==> src/rtl/core/prr_pkg.sv <==
// types and constants shared by the polyphase resampler modules
`timescale 1ns / 1ps
`default_nettype none

package prr_pkg;

    // fixed field widths
    localparam int SAMPLE_W   = 16;
    localparam int COEFF_W    = 18;
    localparam int PROD_W     = SAMPLE_W + COEFF_W;
    localparam int ACC_W      = 48;
    localparam int OUT_SHIFT  = 17;
    localparam int COEF_IDX_W = 8;

    // configuration port
    localparam int CFG_IDX_W  = 2;
    localparam int CFG_DATA_W = 9;
    localparam int RATE_CFG_W = 5;
    localparam int FLEN_CFG_W = 9;

    localparam logic [CFG_IDX_W-1:0] REG_INTERP = 2'd0;
    localparam logic [CFG_IDX_W-1:0] REG_DECIM  = 2'd1;
    localparam logic [CFG_IDX_W-1:0] REG_FLEN   = 2'd2;

    localparam logic [RATE_CFG_W-1:0] INTERP_RST = 5'd1;
    localparam logic [RATE_CFG_W-1:0] DECIM_RST  = 5'd1;
    localparam logic [FLEN_CFG_W-1:0] FLEN_RST   = 9'd64;

    // request kinds
    localparam logic ACT_SAMPLE = 1'b0;
    localparam logic ACT_COEFF  = 1'b1;

    typedef enum logic [7:0] {
        S_CLEAR = 8'b0000_0001,
        S_IDLE  = 8'b0000_0010,
        S_SHIFT = 8'b0000_0100,
        S_HEAD  = 8'b0000_1000,
        S_PHASE = 8'b0001_0000,
        S_MAC   = 8'b0010_0000,
        S_DRAIN = 8'b0100_0000,
        S_EMIT  = 8'b1000_0000
    } prr_state_t;

    typedef struct packed {
        logic clear;
        logic vld;
    } prr_mac_ctrl_t;

endpackage

`default_nettype wire

==> src/rtl/core/prr_mac.sv <==
// shared multiply-accumulate unit with output scaling and saturation
`timescale 1ns / 1ps
`default_nettype none

module prr_mac (
    input  wire                                   clk,
    input  wire                                   rst_n,
    input  wire prr_pkg::prr_mac_ctrl_t           ctrl,
    input  wire logic signed [prr_pkg::SAMPLE_W-1:0] dly,
    input  wire logic signed [prr_pkg::COEFF_W-1:0]  cof,
    output logic                                  busy,
    output logic signed [prr_pkg::SAMPLE_W-1:0]   result
);

    localparam int AccW = prr_pkg::ACC_W;
    localparam int ProdW = prr_pkg::PROD_W;
    localparam int SmpW = prr_pkg::SAMPLE_W;
    localparam int Shft = prr_pkg::OUT_SHIFT;

    logic signed [ProdW-1:0] prod_reg;
    logic                    prod_vld_reg;
    logic signed [AccW-1:0]  acc_reg;
    logic [AccW-1-(Shft+SmpW-1):0] top_bits;

    always_ff @(posedge clk or negedge rst_n)
    begin
        if (!rst_n)
        begin
            prod_vld_reg <= 1'b0;
            prod_reg     <= '0;
            acc_reg      <= '0;
        end
        else
        begin
            prod_vld_reg <= ctrl.vld;
            if (ctrl.vld)
            begin
                prod_reg <= dly * cof;
            end
            if (ctrl.clear)
            begin
                acc_reg <= '0;
            end
            else if (prod_vld_reg)
            begin
                acc_reg <= acc_reg + AccW'(prod_reg);
            end
        end
    end

    assign busy = prod_vld_reg;

    // floor shift is a plain slice, saturate when the upper bits disagree
    assign top_bits = acc_reg[AccW-1:Shft+SmpW-1];

    always_comb
    begin
        if (top_bits == '0 || top_bits == '1)
        begin
            result = acc_reg[Shft+SmpW-1:Shft];
        end
        else if (acc_reg[AccW-1])
        begin
            result = {1'b1, {(SmpW-1){1'b0}}};
        end
        else
        begin
            result = {1'b0, {(SmpW-1){1'b1}}};
        end
    end

endmodule

`default_nettype wire

==> config.mk <==
export PLATFORM = sky130hd
export DESIGN_NAME = prr_mac
export DESIGN_NICKNAME = d
export VERILOG_FILES = /design/src/rtl/core/prr_pkg.sv /design/src/rtl/core/prr_mac.sv
export SDC_FILE = /design/constraint.sdc
export NUM_CORES = 1
export LEC_CHECK = 0
export ABC_AREA = 1
export BUFFER_PORTS_ARGS = -buffer_cell sky130_fd_sc_hd__buf_2
export CAP_MARGIN = 10
export CORE_MARGIN = 2
export CORE_UTILIZATION = 40
export CTS_BUF_LIST = sky130_fd_sc_hd__clkbuf_4 sky130_fd_sc_hd__clkbuf_8
export DETAILED_ROUTE_END_ITERATION = 16
export REMOVE_ABC_BUFFERS = 1
export SETUP_SLACK_MARGIN = 0.1
export SLEW_MARGIN = 10
export SYNTH_ARGS = -nofsm -noshare
export SYNTH_HDL_FRONTEND = slang
export SYNTH_SLANG_ARGS = --single-unit
==> constraint.sdc <==
create_clock -name clk -period 2.6 [get_ports clk]
set_input_delay 0 -clock clk [delete_from_list [all_inputs] [get_ports clk]]
set_output_delay 0 -clock clk [all_outputs]
set_load 0.01 [all_outputs]
After elaboration in Yosys (flattened, before gate mapping)
Cells that the tools add are included.
{"block": "word_totals", "reg_bits": 83, "wordCells": 13}
{"block": "classes", "addsub": 1, "multipliers": 1, "n_reduce_logical": 3, "eq_ne": 1, "n_mux": 4}
{"cell": "48-bit 2-to-1 mux", "n": 2}
{"cell": "48-bit by 34-bit adder with 48-bit output", "n": 1}
{"cell": "16-bit by 18-bit multiplier with 34-bit output", "n": 1}
{"cell": "16-bit 2-to-1 mux", "n": 2}
{"cell": "16-bit == test (second input constant)", "n": 1}
{"cell": "16-bit zero test", "n": 1}
{"cell": "2-bit nonzero test", "n": 1}
{"cell": "1-bit logical OR", "n": 1}

Longest topological paths before layout
{"block": "depth", "depth_word": 3, "depth_mapped": 30, "depth_no_buf": 28}

Worst setup path before layout
OpenSTA, ideal clock, no wires.
{"block": "synth_timing", "path_type": "input port to flip-flop", "start": "input dly[5] (netlist name)", "end": "register prod_reg[33]", "required_time_ns": 2.482, "path_buffers": 2, "cell_stages": 22, "setup_ns": 0.118, "slack_ns": -2.715, "arrival_ns": 5.197, "cell_sequence": "clkbuf_1 clkbuf_1 nand2_1 fa_1 inv_1 fa_1 inv_1 fa_1 fa_1 fa_1 fa_1 inv_1 ha_1 nand2_1 nor2_1 nand2_1 nor4_1 nand2_1 nand2_1 nand2_1 nand3_1 nand2_1"}
{"block": "synth_via", "elab_chain_len": 1}
{"item": "from (decl)", "line_no": "prr_mac.sv:9", "source": "input wire logic signed [prr_pkg::SAMPLE_W-1:0] dly,"}
{"item": "16-bit by 18-bit multiplier with 34-bit output", "line_no": "prr_mac.sv:38", "source": "prod_reg <= dly * cof;"}
{"item": "to (signal assigned)", "line_no": "prr_mac.sv:38"}
{"item": "to (decl)", "line_no": "prr_mac.sv:20", "source": "logic signed [ProdW-1:0] prod_reg;"}
No other way between the ends.
A chain may end at the register's enable or synchronous reset.

Final worst setup path
{"block": "layout_timing", "start": "input cof[8] (netlist name)", "end": "register prod_reg[26]"}
{"block": "layout_via", "elab_chain_len": 1}
{"item": "from (decl)", "line_no": "prr_mac.sv:10", "source": "input wire logic signed [prr_pkg::COEFF_W-1:0] cof,"}
{"item": "16-bit by 18-bit multiplier with 34-bit output", "line_no": "prr_mac.sv:38"}
No other way between the ends.

==> impl_metrics.tcl <==
set metrics [dict create \
    cp.arrival_ns 4.91 \
    syn2layout_area_growth_pct 28.4 \
    syn_avg_cell_area_sq_um 6.68 \
    route.detailed.drc 0 \
    yosysUniqueCellTypes 35 \
    drtIter0Drc 1045 \
    grt_overflow 0 \
    holdWs_ns 0.0255 \
    via_count 18000 \
    drt_first_pass_iters 6 \
    cts.htree.levels 3 \
    synth_top_flop_cell "dfrtp_1" \
    hold_viol_final 0 \
    cts.path.max_buffers 2 \
    dieArea_sq_mm 0.0495 \
    hpwl_microns 49100 \
    synthCells 2857 \
    cts_root_buf "clkbuf_8" \
    io_buffers 54 \
    yosysWarnings 0 \
    synth_edf_count 0 \
    status "finished, violations left" \
    routabilityCongestion 0.980 \
    drive_gt1_frac 0.225 \
    grt_pass1_wl_microns 96200 \
    path_max_fanout 5 \
    cts_sinks 83 \
    dp_worst_setup_slack_ns -2.84 \
    setup-violations-final 29 \
    diodes 0 \
    relSlewSlack 0.608 \
    fmax_mhz 216 \
    ys_async_sr_fraction 1.00 \
    finalWorstSetupSlack_ns -2.03 \
    seq_area_frac_synth 0.109 \
    path_class "in2reg" \
    clock_latency_ns 0.40 \
    period_minus_slack_ns 4.63 \
    viasPerCell 4.80 \
    critPathLaunchType "input port" \
    wl_microns 59300 \
    rsz0062_at_grt "yes" \
    cts_tree "done" \
    violations "negative setup slack" \
    io-pin-count 55 \
    drtAntennaViolNets 0 \
    path_clk_slew_ns 0.09 \
    cap_violations 0 \
    fin_crit_sh 1.78 \
    start_util 0.402 \
    antenna_found_initial 0 \
    hold_class "in2reg" \
    crit_required_ns 2.88 \
    die_h_microns 222 \
    ys_ff_latch 83 \
    clock_skew_ns 0.0247 \
    wl_per_cell_microns 15.9 \
    final_nets 3585 \
    dieWidth_microns 222 \
    netlist_area_sq_mm 0.0191 \
    grt_pass1_vias 18900 \
    groute.usage.overall 0.243 \
    grt_max_degree 49 \
    end_kind "flip-flop" \
    rows 80 \
    largest_reg_flops 48 \
    cts_buffers 9 \
    worst_slew_pin_slew_ns 0.587 \
    drv_slew 0 \
    core_area_sq_mm 0.0474 \
]
==> final timing paths <==
check,from,end,slack (ns),cells past startpoint
max in group asynchronous,rst_n,prod_reg[33],1.70,3
min reg2reg,acc_reg[14],acc_reg[14],0.49,2
max reg2reg,prod_reg[0],acc_reg[46],0.23,11
min in group asynchronous,rst_n,busy,0.13,2
min,ctrl[0],busy,0.03,2
max,cof[8],prod_reg[26],-2.03,24
==> area by class of cell <==
| class | count | area (sq um) |
|---|---|---|
| Sequential cell | 83 | 2080 |
| Timing Repair Buffer | 334 | 3030 |
| Tap cell | 615 | 769 |
| Multi-Input combinational cell | 1948 | 15600 |
| Inverter | 747 | 2830 |
| Fill cell | 4603 | 22900 |
| Clock inverter | 5 | 78.8 |
| Clock buffer | 10 | 131 |
==> synthesized netlist by cell type (2+ instances only) <==
master	number	area (sq um)
a21oi_1	66	330
a22o_1	2	17.5
a31oi_1	2	12.5
a32o_1	4	40.0
and2_1	2	12.5
buf_1	3	11.3
buf_8	2	30.0
clkbuf_1	73	274
clkinv_1	2	7.51
dfrtp_1	83	2080
fa_1	291	5830
ha_1	133	1660
inv_1	745	2800
nand2_1	1041	3910
nand2_2	2	12.5
nand3_1	99	495
nand3b_1	6	45.0
nand4_1	29	181
nor2_1	139	522
nor2_2	3	18.8
nor3_1	20	100
nor4_1	7	43.8
o21ai_0	50	250
o21ai_1	7	35.0
o21bai_1	5	37.5
or2_2	10	62.6
xnor2_1	18	158
xor2_1	6	52.6
==> cells in the final DEF, fill, tap and decap left out, types with 57 or more instances in the layout <==
cell | synthesis | final
nand3_1 | 99 | 80
dfrtp_1 | 83 | 82
nor2_1 | 139 | 94
nand2_2 | 2 | 57
inv_1 | 745 | 684
buf_6 | 0 | 73
inv_2 | 0 | 57
buf_4 | 0 | 208
nand2_1 | 1041 | 954
ha_1 | 133 | 91
fa_1 | 291 | 265
==> worst max-delay path: stages <==
cell and delay (ns):
buf_12 0.11, buf_6 0.12, buf_6 0.12, nand2_2 0.06
inv_2 0.04, fa_1 0.55, fa_1 0.45, fa_1 0.52
fa_1 0.52, fa_1 0.53, inv_2 0.04, fa_1 0.52
inv_2 0.05, ha_4 0.30, nand2_2 0.06, inv_2 0.08
buf_4 0.13, nand2_2 0.07, nor3_2 0.19, nand3_1 0.14
nand3_1 0.11, nand2_1 0.07, nand3_2 0.07, nand2_1 0.05
==> per-layer routing <==
metal / up-vias / global-route usage / wire length [microns]
met1: 8702 / 0.298 / 25100
met4: 0 / 0.0792 / 2110
met5: - / 0 / 0
met2: 338 / 0.453 / 30300
met3: 109 / 0.0149 / 1750
li1: 8821 / - / -
==> timing repair <==
action / in CTS / in global routing
setup buffers: 25 / 36
setup endpoints to repair: 30 / 44
gates cloned: 1 / 0
gates resized for setup: 328 / 277
hold buffers: 1 / 0
hold endpoints to repair: 38 / 0
pin swaps: 89 / 147
==> cells by family (layout without fill, tap and decap cells) <==
logic type / Yosys count / in the layout / share of synthesized area
DFF: 83 / 83 / 0.109
AOI/OAI and AO/OA: 137 / 137 / 0.0383
xor gates and xnor gates: 24 / 24 / 0.0110
adders and majority gates: 424 / 424 / 0.392
and+or+nand+nor: 1363 / 1363 / 0.286
buffers and inverters: 826 / 1096 / 0.164
==> per-stage QoR <==
stage	setup TNS [ns]	instance area, sq um	std cells	utilization
after floorplan	-51.07	18800	2778	-
after global placement	-68.24	21600	3668	0.455
after detailed placement	-69.50	21600	3668	0.455
after CTS	-48.16	23300	3709	0.491
after global routing	-53.10	24500	3742	0.517
final	-48.63	24500	3742	0.517
Power is left out: the tool's default activity adds up to more than one toggle a clock period on the data nets, which glitch-free logic cannot reach.
